## src/rtl/mxs_pkg.sv

```systemverilog
package mxs_pkg;

   localparam int CELL_W    = 8;
   localparam int CFG_W     = 8;
   localparam int CNT_W     = 7;
   localparam int POS_W     = 7;
   localparam int SUM_OUT_W = 12;
   localparam int CSR_IDX_W = 2;
   localparam int ROWS_CAP  = 128;
   localparam int CNT_SPAN  = 128;

   localparam logic [CSR_IDX_W-1:0] CSR_GRID_ROWS = 2'd0;
   localparam logic [CSR_IDX_W-1:0] CSR_GRID_COLS = 2'd1;

   localparam logic [CFG_W-1:0] GRID_RESET = 8'd3;

   typedef struct packed {
      logic             valid;
      logic             in_blk;
      logic             frame_end;
      logic [CNT_W-1:0] row;
      logic [CNT_W-1:0] col;
   } stage_ctrl_type;

   typedef struct packed {
      logic [SUM_OUT_W-1:0] best_sum;
      logic [POS_W-1:0]     best_row;
      logic [POS_W-1:0]     best_col;
      logic                 found;
   } result_type;

endpackage

```

## src/rtl/mxs_if.sv

```systemverilog
interface mxs_req_if;
   logic                      valid;
   logic                      ready;
   logic [mxs_pkg::CELL_W-1:0] cell_value;

   modport source (output valid, output cell_value, input ready);
   modport sink   (input valid, input cell_value, output ready);
endinterface

interface mxs_rsp_if;
   logic                         valid;
   logic                         ready;
   logic [mxs_pkg::SUM_OUT_W-1:0] best_sum;
   logic [mxs_pkg::POS_W-1:0]     best_row;
   logic [mxs_pkg::POS_W-1:0]     best_col;
   logic                         found;

   modport source (output valid, output best_sum, output best_row, output best_col,
                   output found, input ready);
   modport sink   (input valid, input best_sum, input best_row, input best_col,
                   input found, output ready);
endinterface

interface mxs_csr_if;
   logic                         valid;
   logic                         ready;
   logic [mxs_pkg::CSR_IDX_W-1:0] index;
   logic [mxs_pkg::CFG_W-1:0]     data;

   modport source (output valid, output index, output data, input ready);
   modport sink   (input valid, input index, input data, output ready);
endinterface

```

## src/rtl/mxs_line_buf.sv

```systemverilog
module mxs_line_buf #(
   parameter int DEPTH = 128,
   parameter int AW    = 7,
   parameter int VB    = 8
) (
   input  logic                    clock,
   input  logic                    reset,
   input  mxs_pkg::stage_ctrl_type s0_ctrl,
   input  logic [AW-1:0]           s0_addr,
   input  logic [VB-1:0]           s0_cell,
   output mxs_pkg::stage_ctrl_type s1_ctrl,
   output logic [VB-1:0]           col_top,
   output logic [VB-1:0]           col_mid,
   output logic [VB-1:0]           col_bot
);

   logic [VB-1:0] mem_a [DEPTH];
   logic [VB-1:0] mem_b [DEPTH];

   logic [VB-1:0]           rd_a_ff, rd_b_ff;
   mxs_pkg::stage_ctrl_type s1_ctrl_ff;
   logic [AW-1:0]           s1_addr_ff;
   logic [VB-1:0]           s1_cell_ff;
   logic                    lw_valid_ff;
   logic [AW-1:0]           lw_addr_ff;
   logic [VB-1:0]           lw_a_ff, lw_b_ff;
   logic [DEPTH-1:0]        entry_ok_ff;

   logic          fwd, ok;
   logic [VB-1:0] a_raw, b_raw, a_old, b_old;

   // same-entry write in the read cycle is forwarded
   always_comb begin
      fwd   = lw_valid_ff && (lw_addr_ff == s1_addr_ff);
      a_raw = fwd ? lw_a_ff : rd_a_ff;
      b_raw = fwd ? lw_b_ff : rd_b_ff;
      ok    = entry_ok_ff[s1_addr_ff];
      a_old = ok ? a_raw : '0;
      b_old = ok ? b_raw : '0;
   end

   assign s1_ctrl = s1_ctrl_ff;
   assign col_top = b_old;
   assign col_mid = a_old;
   assign col_bot = s1_cell_ff;

   always_ff @(posedge clock) begin
      if (s0_ctrl.valid) begin
         rd_a_ff <= mem_a[s0_addr];
         rd_b_ff <= mem_b[s0_addr];
      end
      if (s1_ctrl_ff.valid) begin
         mem_a[s1_addr_ff] <= s1_cell_ff;
         mem_b[s1_addr_ff] <= a_old;
      end
   end

   always_ff @(posedge clock) begin
      s1_addr_ff <= s0_addr;
      s1_cell_ff <= s0_cell;
      lw_addr_ff <= s1_addr_ff;
      lw_a_ff    <= s1_cell_ff;
      lw_b_ff    <= a_old;
      if (reset) begin
         s1_ctrl_ff  <= '0;
         lw_valid_ff <= 1'b0;
         entry_ok_ff <= '0;
      end else begin
         s1_ctrl_ff  <= s0_ctrl;
         lw_valid_ff <= s1_ctrl_ff.valid;
         if (s1_ctrl_ff.valid) begin
            if (s1_ctrl_ff.frame_end) begin
               entry_ok_ff <= '0;
            end else begin
               entry_ok_ff[s1_addr_ff] <= 1'b1;
            end
         end
      end
   end

   a_frame_clear: assert property (@(posedge clock) disable iff (reset)
      s1_ctrl_ff.valid && s1_ctrl_ff.frame_end |=> entry_ok_ff == '0)
      else $error("line store entries still marked after frame end");

   a_entry_marked: assert property (@(posedge clock) disable iff (reset)
      s1_ctrl_ff.valid && !s1_ctrl_ff.frame_end |=> entry_ok_ff[lw_addr_ff])
      else $error("written line store entry not marked");

endmodule

```

## src/rtl/max_3x3_window_sum.sv

```systemverilog
// Best 3x3 block sum over a streamed grid.
// req_bus: one cell word per handshake, raster order, grid_rows x grid_cols.
// csr_bus: index 0 = grid_rows, index 1 = grid_cols (8 bits each, reset 3);
//   always ready, takes effect on the next accepted cell.
// rsp_bus: one word at the last cell of each frame: best_sum, its 1-based
//   top row and left column, and found (zero fields when nothing found).
// Throughput: one cell per clock while req_bus.ready is high. The two line stores share one
//   read/write port pair; a read in the accept cycle and the write-back in the
//   cycle after it, with forwarding, set that rate.
// Result path: line store (s1), window (s2) and sum (s3) registers, then the result buffer.
// Results queue in a 4-word buffer; req_bus.ready drops only while four
//   results are owed and unread, so a stalled receiver holds the input
//   back only once that many frames have ended.
// Reset: counters, best and line store marks clear at once; no clearing
//   pass. The line store marks also clear at every frame end.
module max_3x3_window_sum #(
   parameter int MAX_COLS   = 128,
   parameter int VALUE_BITS = 8
) (
   input  logic        clock,
   input  logic        reset,
   mxs_req_if.sink     req_bus,
   mxs_rsp_if.source   rsp_bus,
   mxs_csr_if.sink     csr_bus
);

   localparam int VB      = (VALUE_BITS > mxs_pkg::CELL_W) ? mxs_pkg::CELL_W : VALUE_BITS;
   localparam int SUMW    = VB + 4;
   localparam int DEPTH   = (MAX_COLS > mxs_pkg::CNT_SPAN) ? mxs_pkg::CNT_SPAN : MAX_COLS;
   localparam int AW      = $clog2(DEPTH);
   localparam int COL_CAP = (MAX_COLS > 255) ? 255 : MAX_COLS;
   localparam int QD      = 4;
   localparam int QW      = 2;
   localparam int PW      = 3;
   localparam int CW      = mxs_pkg::CNT_W;
   localparam int FW      = mxs_pkg::CFG_W;

   localparam logic [FW-1:0] COL_CAP_V = FW'(COL_CAP);
   localparam logic [FW-1:0] ROW_CAP_V = FW'(mxs_pkg::ROWS_CAP);

   logic [FW-1:0] rows_cfg_ff, cols_cfg_ff;
   logic [FW-1:0] rows_eff, cols_eff;
   logic [CW-1:0] row_ff, col_ff;
   logic          accept, row_end, frame_end, in_blk;
   logic [AW-1:0] col_map [mxs_pkg::CNT_SPAN];

   mxs_pkg::stage_ctrl_type s0_ctrl, s1_ctrl, s2_ctrl_ff, s3_ctrl_ff;
   logic [VB-1:0]           col_top, col_mid, col_bot;
   logic [VB-1:0]           win_ff [3][3];
   logic [SUMW-1:0]         sum_in, sum_ff;

   logic [SUMW-1:0] best_ff, nb;
   logic [CW-1:0]   best_top_ff, best_left_ff, nt, nl;
   logic            take, push, pop;

   mxs_pkg::result_type q_ff [QD];
   mxs_pkg::result_type q_in;
   logic [QW-1:0]       wp_ff, rp_ff;
   logic [PW-1:0]       q_cnt_ff, pend_ff;

   // configuration
   assign csr_bus.ready = 1'b1;

   always_ff @(posedge clock) begin
      if (reset) begin
         rows_cfg_ff <= mxs_pkg::GRID_RESET;
         cols_cfg_ff <= mxs_pkg::GRID_RESET;
      end else if (csr_bus.valid) begin
         unique case (csr_bus.index)
            mxs_pkg::CSR_GRID_ROWS: rows_cfg_ff <= csr_bus.data;
            mxs_pkg::CSR_GRID_COLS: cols_cfg_ff <= csr_bus.data;
            default: ;
         endcase
      end
   end

   always_comb begin
      if (rows_cfg_ff == '0)          rows_eff = FW'(1);
      else if (rows_cfg_ff > ROW_CAP_V) rows_eff = ROW_CAP_V;
      else                            rows_eff = rows_cfg_ff;
      if (cols_cfg_ff == '0)          cols_eff = FW'(1);
      else if (cols_cfg_ff > COL_CAP_V) cols_eff = COL_CAP_V;
      else                            cols_eff = cols_cfg_ff;
   end

   // position tracking, accept stage
   for (genvar i = 0; i < mxs_pkg::CNT_SPAN; i++) begin : g_col_map
      assign col_map[i] = AW'(i % MAX_COLS);
   end

   assign req_bus.ready = (pend_ff < PW'(QD));
   assign accept        = req_bus.valid && req_bus.ready;

   always_comb begin
      row_end   = ({1'b0, col_ff} + FW'(1)) >= cols_eff;
      frame_end = row_end && (({1'b0, row_ff} + FW'(1)) >= rows_eff);
      in_blk    = (row_ff >= CW'(2)) && (col_ff >= CW'(2)) &&
                  ({1'b0, row_ff} < rows_eff) && ({1'b0, col_ff} < cols_eff);
      s0_ctrl.valid     = accept;
      s0_ctrl.in_blk    = in_blk;
      s0_ctrl.frame_end = frame_end;
      s0_ctrl.row       = row_ff;
      s0_ctrl.col       = col_ff;
   end

   always_ff @(posedge clock) begin
      if (reset) begin
         row_ff <= '0;
         col_ff <= '0;
      end else if (accept) begin
         if (frame_end) begin
            row_ff <= '0;
            col_ff <= '0;
         end else if (row_end) begin
            row_ff <= row_ff + CW'(1);
            col_ff <= '0;
         end else begin
            col_ff <= col_ff + CW'(1);
         end
      end
   end

   mxs_line_buf #(
      .DEPTH (DEPTH),
      .AW    (AW),
      .VB    (VB)
   ) u_line_buf (
      .clock   (clock),
      .reset   (reset),
      .s0_ctrl (s0_ctrl),
      .s0_addr (col_map[col_ff]),
      .s0_cell (req_bus.cell_value[VB-1:0]),
      .s1_ctrl (s1_ctrl),
      .col_top (col_top),
      .col_mid (col_mid),
      .col_bot (col_bot)
   );

   // window shift
   always_ff @(posedge clock) begin
      if (s1_ctrl.valid) begin
         for (int r = 0; r < 3; r++) begin
            win_ff[r][0] <= win_ff[r][1];
            win_ff[r][1] <= win_ff[r][2];
         end
         win_ff[0][2] <= col_top;
         win_ff[1][2] <= col_mid;
         win_ff[2][2] <= col_bot;
      end
   end

   always_comb begin
      sum_in = '0;
      for (int r = 0; r < 3; r++) begin
         for (int c = 0; c < 3; c++) begin
            sum_in = sum_in + SUMW'(win_ff[r][c]);
         end
      end
   end

   always_ff @(posedge clock) begin
      sum_ff <= sum_in;
      if (reset) begin
         s2_ctrl_ff <= '0;
         s3_ctrl_ff <= '0;
      end else begin
         s2_ctrl_ff <= s1_ctrl;
         s3_ctrl_ff <= s2_ctrl_ff;
      end
   end

   // best tracking; strict compare keeps the earliest block on a tie
   always_comb begin
      take = s3_ctrl_ff.valid && s3_ctrl_ff.in_blk && (sum_ff > best_ff);
      nb   = take ? sum_ff : best_ff;
      nt   = take ? (s3_ctrl_ff.row - CW'(1)) : best_top_ff;
      nl   = take ? (s3_ctrl_ff.col - CW'(1)) : best_left_ff;
      push = s3_ctrl_ff.valid && s3_ctrl_ff.frame_end;
      q_in.best_sum = mxs_pkg::SUM_OUT_W'(nb);
      q_in.best_row = nt;
      q_in.best_col = nl;
      q_in.found    = (nb != '0);
   end

   always_ff @(posedge clock) begin
      if (reset) begin
         best_ff      <= '0;
         best_top_ff  <= '0;
         best_left_ff <= '0;
      end else if (push) begin
         best_ff      <= '0;
         best_top_ff  <= '0;
         best_left_ff <= '0;
      end else if (take) begin
         best_ff      <= nb;
         best_top_ff  <= nt;
         best_left_ff <= nl;
      end
   end

   // result buffer
   assign pop           = rsp_bus.valid && rsp_bus.ready;
   assign rsp_bus.valid = (q_cnt_ff != '0);
   assign rsp_bus.best_sum = q_ff[rp_ff].best_sum;
   assign rsp_bus.best_row = q_ff[rp_ff].best_row;
   assign rsp_bus.best_col = q_ff[rp_ff].best_col;
   assign rsp_bus.found    = q_ff[rp_ff].found;

   always_ff @(posedge clock) begin
      if (push) begin
         q_ff[wp_ff] <= q_in;
      end
      if (reset) begin
         wp_ff    <= '0;
         rp_ff    <= '0;
         q_cnt_ff <= '0;
         pend_ff  <= '0;
      end else begin
         if (push) wp_ff <= wp_ff + QW'(1);
         if (pop)  rp_ff <= rp_ff + QW'(1);
         q_cnt_ff <= q_cnt_ff + PW'(push) - PW'(pop);
         pend_ff  <= pend_ff + PW'(accept && frame_end) - PW'(pop);
      end
   end

   a_pend_bound: assert property (@(posedge clock) disable iff (reset)
      pend_ff <= PW'(QD))
      else $error("owed results exceed buffer depth");

   a_queue_owed: assert property (@(posedge clock) disable iff (reset)
      q_cnt_ff <= pend_ff)
      else $error("buffered results exceed owed results");

   a_best_clear: assert property (@(posedge clock) disable iff (reset)
      push |=> best_ff == '0 && best_top_ff == '0 && best_left_ff == '0)
      else $error("kept best not cleared after frame end");

endmodule

```

## src/flat_wrapper.sv

```systemverilog
// flat-port wrapper written by rule: the top's interface ports become plain ports
module max_3x3_window_sum_flat 
#(
   parameter int MAX_COLS   = 128,
   parameter int VALUE_BITS = 8
)
  (clock, reset, req_bus_valid, req_bus_cell_value, req_bus_ready, rsp_bus_valid, rsp_bus_best_sum, rsp_bus_best_row, rsp_bus_best_col, rsp_bus_found, rsp_bus_ready, csr_bus_valid, csr_bus_index, csr_bus_data, csr_bus_ready);
  mxs_req_if req_bus_i ();
  mxs_rsp_if rsp_bus_i ();
  mxs_csr_if csr_bus_i ();
  input  logic clock;
  input  logic reset;
  input wire logic [$bits(req_bus_i.valid)-1:0] req_bus_valid;
  input wire logic [$bits(req_bus_i.cell_value)-1:0] req_bus_cell_value;
  output wire logic [$bits(req_bus_i.ready)-1:0] req_bus_ready;
  output wire logic [$bits(rsp_bus_i.valid)-1:0] rsp_bus_valid;
  output wire logic [$bits(rsp_bus_i.best_sum)-1:0] rsp_bus_best_sum;
  output wire logic [$bits(rsp_bus_i.best_row)-1:0] rsp_bus_best_row;
  output wire logic [$bits(rsp_bus_i.best_col)-1:0] rsp_bus_best_col;
  output wire logic [$bits(rsp_bus_i.found)-1:0] rsp_bus_found;
  input wire logic [$bits(rsp_bus_i.ready)-1:0] rsp_bus_ready;
  input wire logic [$bits(csr_bus_i.valid)-1:0] csr_bus_valid;
  input wire logic [$bits(csr_bus_i.index)-1:0] csr_bus_index;
  input wire logic [$bits(csr_bus_i.data)-1:0] csr_bus_data;
  output wire logic [$bits(csr_bus_i.ready)-1:0] csr_bus_ready;
  assign req_bus_i.valid = req_bus_valid;
  assign req_bus_i.cell_value = req_bus_cell_value;
  assign req_bus_ready = req_bus_i.ready;
  assign rsp_bus_valid = rsp_bus_i.valid;
  assign rsp_bus_best_sum = rsp_bus_i.best_sum;
  assign rsp_bus_best_row = rsp_bus_i.best_row;
  assign rsp_bus_best_col = rsp_bus_i.best_col;
  assign rsp_bus_found = rsp_bus_i.found;
  assign rsp_bus_i.ready = rsp_bus_ready;
  assign csr_bus_i.valid = csr_bus_valid;
  assign csr_bus_i.index = csr_bus_index;
  assign csr_bus_i.data = csr_bus_data;
  assign csr_bus_ready = csr_bus_i.ready;
  max_3x3_window_sum #(.MAX_COLS(MAX_COLS), .VALUE_BITS(VALUE_BITS)) u_core (.clock(clock), .reset(reset), .req_bus(req_bus_i), .rsp_bus(rsp_bus_i), .csr_bus(csr_bus_i));
endmodule
```

## config.mk

```make
export PLATFORM = sky130hd
export DESIGN_NAME = max_3x3_window_sum_flat
export DESIGN_NICKNAME = d
export VERILOG_FILES = /design/src/rtl/mxs_pkg.sv /design/src/rtl/mxs_if.sv /design/src/rtl/mxs_line_buf.sv /design/src/rtl/max_3x3_window_sum.sv /design/src/flat_wrapper.sv
export SDC_FILE = /design/constraint.sdc
export NUM_CORES = 2
export LEC_CHECK = 0
export BUFFER_PORTS_ARGS = -buffer_cell sky130_fd_sc_hd__buf_4
export CELL_PAD_IN_SITES_DETAIL_PLACEMENT = 0
export CELL_PAD_IN_SITES_GLOBAL_PLACEMENT = 2
export CORE_ASPECT_RATIO = 0.75
export CORE_MARGIN = 2
export CORE_UTILIZATION = 50
export DETAILED_ROUTE_END_ITERATION = 10
export PLACE_DENSITY = 0.82
export RECOVER_POWER = 25
export SLEW_MARGIN = 30
export SYNTH_ARGS = -nofsm -noshare
export SYNTH_HDL_FRONTEND = slang
export SYNTH_HIERARCHICAL = 1
export SYNTH_SLANG_ARGS = --single-unit
```

## constraint.sdc

```tcl
create_clock -name clock -period 7.8 [get_ports clock]
set_input_delay 1.95 -clock clock [delete_from_list [all_inputs] [get_ports clock]]
set_output_delay 1.95 -clock clock [all_outputs]
set_load 0.02 [all_outputs]
```

== Word level (Yosys, flattened, before mapping) ==
Memories as Yosys holds them, arrays and structs flattened. A register that Yosys moved wholly into a read port is not among the register bits.
Cells that the tools add are included.
Storage, ports and cells
  register bits after elaboration: 295
  memory bits (writable): 2228
  logic and storage cells: 125
  ROM bits: 896
  output and inout port bits: 30
  memories kept: 5
  input port bits: 23
Memory list
  u_core.u_line_buf.mem_a: depth 128, width 8, read ports 1, clocked after memory_dff 1, wr ports 1, line mxs_line_buf.sv:17  | logic [VB-1:0] mem_a [DEPTH];
  u_core.u_line_buf.mem_b: depth 128, width 8, read ports 1, clocked after memory_dff 1, wr ports 1, line mxs_line_buf.sv:18  | logic [VB-1:0] mem_b [DEPTH];
  (no name shown): depth 128, width 7, read ports 1, clocked after memory_dff 0, wr ports 0, line max_3x3_window_sum.sv:131  | .s0_addr (col_map[col_ff]),
  u_core.q_ff: depth 4, width 27, read ports 1, clocked after memory_dff 1, wr ports 1, line max_3x3_window_sum.sv:56  | mxs_pkg::result_type q_ff [QD];
  u_core.win_ff: depth 3, width 24, read ports 3, clocked after memory_dff 0, wr ports 3, line max_3x3_window_sum.sv:49  | logic [VB-1:0] win_ff [3][3];
Operators by class
  reduce and logical (&&, ||, !) cells: 22
  bitwise operators: 2
  equality and inequality tests: 2
  mux-type cells: 28
  add/subtract/negate cells: 20
  magnitude comparators: 13
Operators by type and width (number)
  $mux W128: 1
  $or A128 B128 Y128: 1
  $add A12 B8 Y12: 7
  $mux W8: 8
  $mux W7: 8
  $add A7 B1 Y8 const B: 2
  $ge A8 B8 Y1: 2
  $gt A8 B8 Y1 const B: 2
  $logic_not A8 Y1: 2
  $lt A7 B8 Y1: 2
  $add A7 B1 Y7 const B: 2
  $ge A7 B2 Y1 const B: 2
  $sub A7 B1 Y7 const B: 2
  $gt A12 B12 Y1: 1
  $logic_and A1 B1 Y1: 12
  $mux W12: 1
  $reduce_bool A12 Y1: 1
  $add A8 B8 Y9: 1
  $ge A8 B8 Y1 const B: 1
  $lt A7 B8 Y1 const B: 1
  $not A7 Y8: 1
  $bmux W1 S7: 1
  $demux W1 S7: 1
  $eq A7 B7 Y1: 1
  other kinds (13): 24

== Depth between registers and ports, before layout ==
An unclocked memory read counts as a cell.
  depth in word-level cells: 9
  gate-level depth with buffers: 19
  mapped depth without buffers: 18

== Modules after synthesis ==
Netlist, hierarchy kept.
By module, submodules not included
  mxs_line_buf: seq. area each 65663.0 um2, cells an instance 3655, area each 84801.3 um2, times used 1
  max_3x3_window_sum: seq. area each 7687.4 um2, cells an instance 986, area each 13297.8 um2, times used 1

== Worst setup path after synthesis ==
OpenSTA, ideal clock, no wires.
  kind: reg-to-reg
  start: register u_core.u_line_buf.s1_addr_ff[1]
  end: memory u_core.u_line_buf.mem_b[0][0] (data pin)
  required time: 6899 ps
  arrival time: 5240 ps
  period minus slack after synthesis: 6141 ps
  cell stages (with the launch flop): 10
  library setup time: 901 ps
  path slack: 1659 ps
  buffers on the path: 4
  cell sequence: dfxtp_1 buf_2 buf_2 buf_2 buf_2 xnor2_1 nand4_1 nor2_2 mux2i_1 a21oi_1
On the way
  cells in the longest elaborated chain, start to end: 4
  elaborated cells on any way between the ends: 6
  classes of those cells: eq/ne (1); mux (4); reduce/logical (1)
RTL lines
  start: declaration: line mxs_line_buf.sv:22  | logic [AW-1:0] s1_addr_ff;
  start signal: assignment: line mxs_line_buf.sv:59  | s1_addr_ff <= s0_addr;
  branches (longest 3 deep; another with $bmux W1 S7)
  $mux W8 (*): line mxs_line_buf.sv:38  | a_old = ok ? a_raw : '0;
  via u_core.col_mid[0]: line max_3x3_window_sum.sv:48  | logic [VB-1:0] col_top, col_mid, col_bot;
  end: declaration: line mxs_line_buf.sv:18
Mark *: on every way through the listed nets, which the timed path passes. The select of a mux whose other input is x is not followed.

== Final worst setup path ==
  start: register u_core.u_line_buf.s1_addr_ff[2]
  end: memory u_core.u_line_buf.mem_b[66][1] (data pin)
The elaborated chain is that of the path after synthesis.

==> metrics <==
Final Util between 50% and 60%; initial antenna violation count 9; Logic pwr share 13.0%; slowest stage delay, CP 1.69 ns; CTS Root Buffer Type clkbuf_16; Synth Warn # 6; Flop pwr share roughly half; VDD IR max around 0.00025 V; Final period util ~73%; TritonCTS clock tree done; number of flops mapped to enable cells by yosys between 2000 and 2500; maximum fanout along the worst path 66; largest net degree at the start of global routing about 120; CP Launch Type flop; Switching Share 23.8%; Setup Buffers After CTS 0; Setup violations, final 0; register bit total from synthesis between 2000 and 3000; crit path DAT ~6.3 ns; CTS max path bufs 3; DRC violations left 0; Clk Latency, worst-skew pair about 0.86 ns; Fmax around 0.17 GHz; DR pass1 iterations 5; CP max stage cell dfxtp_1; die height approximately 390 um; Final Hold Fails 0; CORE AREA between 150000 and 200000 um2; htree depth 4; Clock Power Share 36.5%; cell with the most instances after synthesis edfxtp_1; status finished with violations; Vias/cell between 6 and 7; post-synthesis net count around 4800; CTS sink count ~2500; share of the synthesized area in the top cell type a little under 70%; fin nets around 5000; Seq/Total Area, Yosys between 70 and 80%; grt ovf 0; ys flop type edfxtp_1; Clock Skews about 0.037 ns; min Tclk post-route 5.73 ns; Rows 140; synth top area cells edfxtp_1, mux4_2, dfxtp_1; Syn Area/Cell ~21 um2; RSZ-0062 raised after global routing no; post-CTS sizing 0; routed via count between 40000 and 50000; pwr dens between 200 and 300 nW/um2; Pleak around 35 nW; placer congestion estimate 0.861; vias in the first global route between 40000 and 50000; CP required 8.34 ns; Net Switching between 7 and 8 mW; Ports between 50 and 60; max_cap viols 24; Slew @ Worst Pin about 4.2 ns; GRT Total Usage between 20% and 30%; P_int between 20 and 25 mW; area of the mapped netlist ~98000 um2; drt first-iter violations 5798; Num CTS Buffers about 220; share of post-route cells with drive strength above 1 26.3%; area delta synth->final 12.1%; PortBufs roughly 50; WS Path Type reg2reg; Die X 515 um; first-pass GRT wire length ~330000 um; Slew Limit Fails between 1000 and 1500; Commonest cells post-synth edfxtp_1, mux4_2, dfxtp_1; Max transition margin -182%; clock slew at reported path FFs 0.06 ns; Die Area around 200000 um2; ys async rst share 0%; Syn Inst Count approximately 4600; Initial Util between 50% and 60%; Yosys top cell by area edfxtp_1; Wirelength per Cell about 30 um; Critical Path End Type flop; cts-stage hold buffer count 0; Hold Crit Class reg2reg; ANT nets after route 0; most frequent CP cell buf_4; Synth cell types 75; crit path cell chain inv_1, nor3b_1, nor4_2, o2111ai_1, nor4_4, buf_4, a21oi_4, buf_4, buf_4; Sum Neg Setup Slack 0 ns; Detailed Route WL between 200000 and 250000 um; post-DP HPWL between 100000 and 150000 um; failing checks capacitance limit, slew limit
## critical path, delay by kind of cell (launching register included)
family	cells	cell delay, ns
compound gates	2	0.39
flops	1	1.69
buf+inv	4	2.19
simple gates	3	1.02
## worst paths after layout
check                                                  end                                    start  slack, ns  depth (start not counted)
setup reg to reg  u_core/u_line_buf/mem_b[66][1]$_DFFE_PP_  u_core/u_line_buf/s1_addr_ff[2]$_DFF_P_       2.07                          9
hold / removal             u_core/s3_ctrl_ff[4]$_SDFF_PP0_          u_core/s2_ctrl_ff[4]$_SDFF_PP0_       0.44                          1
setup / recovery  u_core/u_line_buf/mem_b[66][1]$_DFFE_PP_  u_core/u_line_buf/s1_addr_ff[2]$_DFF_P_       2.07                          9
hold reg to reg            u_core/s3_ctrl_ff[4]$_SDFF_PP0_          u_core/s2_ctrl_ff[4]$_SDFF_PP0_       0.44                          1
## power groups by stage
stage	Sequential, mW	Clock [mW]	Combinational, mW
6_report	15.4	11.1	3.96
5_1_grt	15.4	11.8	4.34
4_1_cts	15.4	11.3	4.01
3_5_place_dp	15.7	0	3.99
3_3_place_gp	15.7	0	3.95
2_1_floorplan	15.6	0	3.01
## sequential cells by signal, indices dropped and copies added (netlist names), 12 cells and up, named ones only
name and flops:
u_core/best_ff 12, u_core/q_ff 108, u_core/s2_ctrl_ff 17, u_core/s3_ctrl_ff 17, u_core/sum_ff 12, u_core/u_line_buf/entry_ok_ff 128, u_core/u_line_buf/mem_a 1024, u_core/u_line_buf/mem_b 1024
u_core/u_line_buf/s1_ctrl 17, u_core/win_ff 72
## per-layer routing
layer / vias up / track usage (%) / part of all wire [%]
li1: 19500 / - / -
met2: 2145 / 32.9 / 44
met4: 6 / 5.33 / 2.1
met1: 25300 / 36.4 / 44
met5: - / 0 / 0.018
met3: 305 / 5.16 / 10
## metrics by stage
stage | cells | setup WS, ns | hold WS (ns) | total power, mW | instance area [um2]
after global placement | 7270 | 3.10 | 0.417 | 19.6 | 103000
after CTS | 7701 | 3.07 | 0.438 | 30.7 | 110000
final | 7709 | 2.07 | 0.435 | 30.5 | 110000
after floorplan | 4641 | 1.66 | 0.326 | 18.6 | 98100
after global routing | 7704 | 1.76 | 0.448 | 31.6 | 110000
after detailed placement | 7272 | 3.08 | 0.424 | 19.7 | 103000
## kinds of logic (layout without fill, tap and decap cells)
logic type / Yosys count / in the layout / share of synthesized area [%]
DFF: 2542 / 2542 / 74.8
muxes: 749 / 749 / 16.4
and+or+nand+nor: 491 / 491 / 2.49
buffers and inverters: 352 / 788 / 1.52
AOI/OAI and AO/OA: 340 / 340 / 2.47
adders and majority gates: 125 / 125 / 2.02
xor gates and xnor gates: 41 / 41 / 0.366
other: 1 / 6 / 0.00382
## final cells by class
type | instances | area (um2)
Clock inverter | 146 | 1390
Sequential cell | 2542 | 73400
Inverter | 120 | 450
Multi-Input combinational cell | 1747 | 23500
Clock buffer | 283 | 6020
Timing Repair Buffer | 239 | 1910
Fill cell | 14200 | 84700
Antenna cell | 5 | 12.5
Tap cell | 2627 | 3290
## placed cells by master (no fill, tap or decap), types with 48 or more instances in the layout
cell type  synthesis  final
clkbuf_1         119     63
nand2_1           80     78
mux4_2           671    671
clkbuf_16          0    230
buf_4              5    198
dfxtp_1          298    292
inv_1            117    117
fa_1              56     56
o22ai_1           67     67
o21a_1           134    134
nor2b_1           71     70
ha_1              69     69
nor2_1           182    139
edfxtp_1        2244   2244
clkinv_2           0     55
clkinv_1           3     48
No activity file was read; power rests on OpenSTA's default activity.
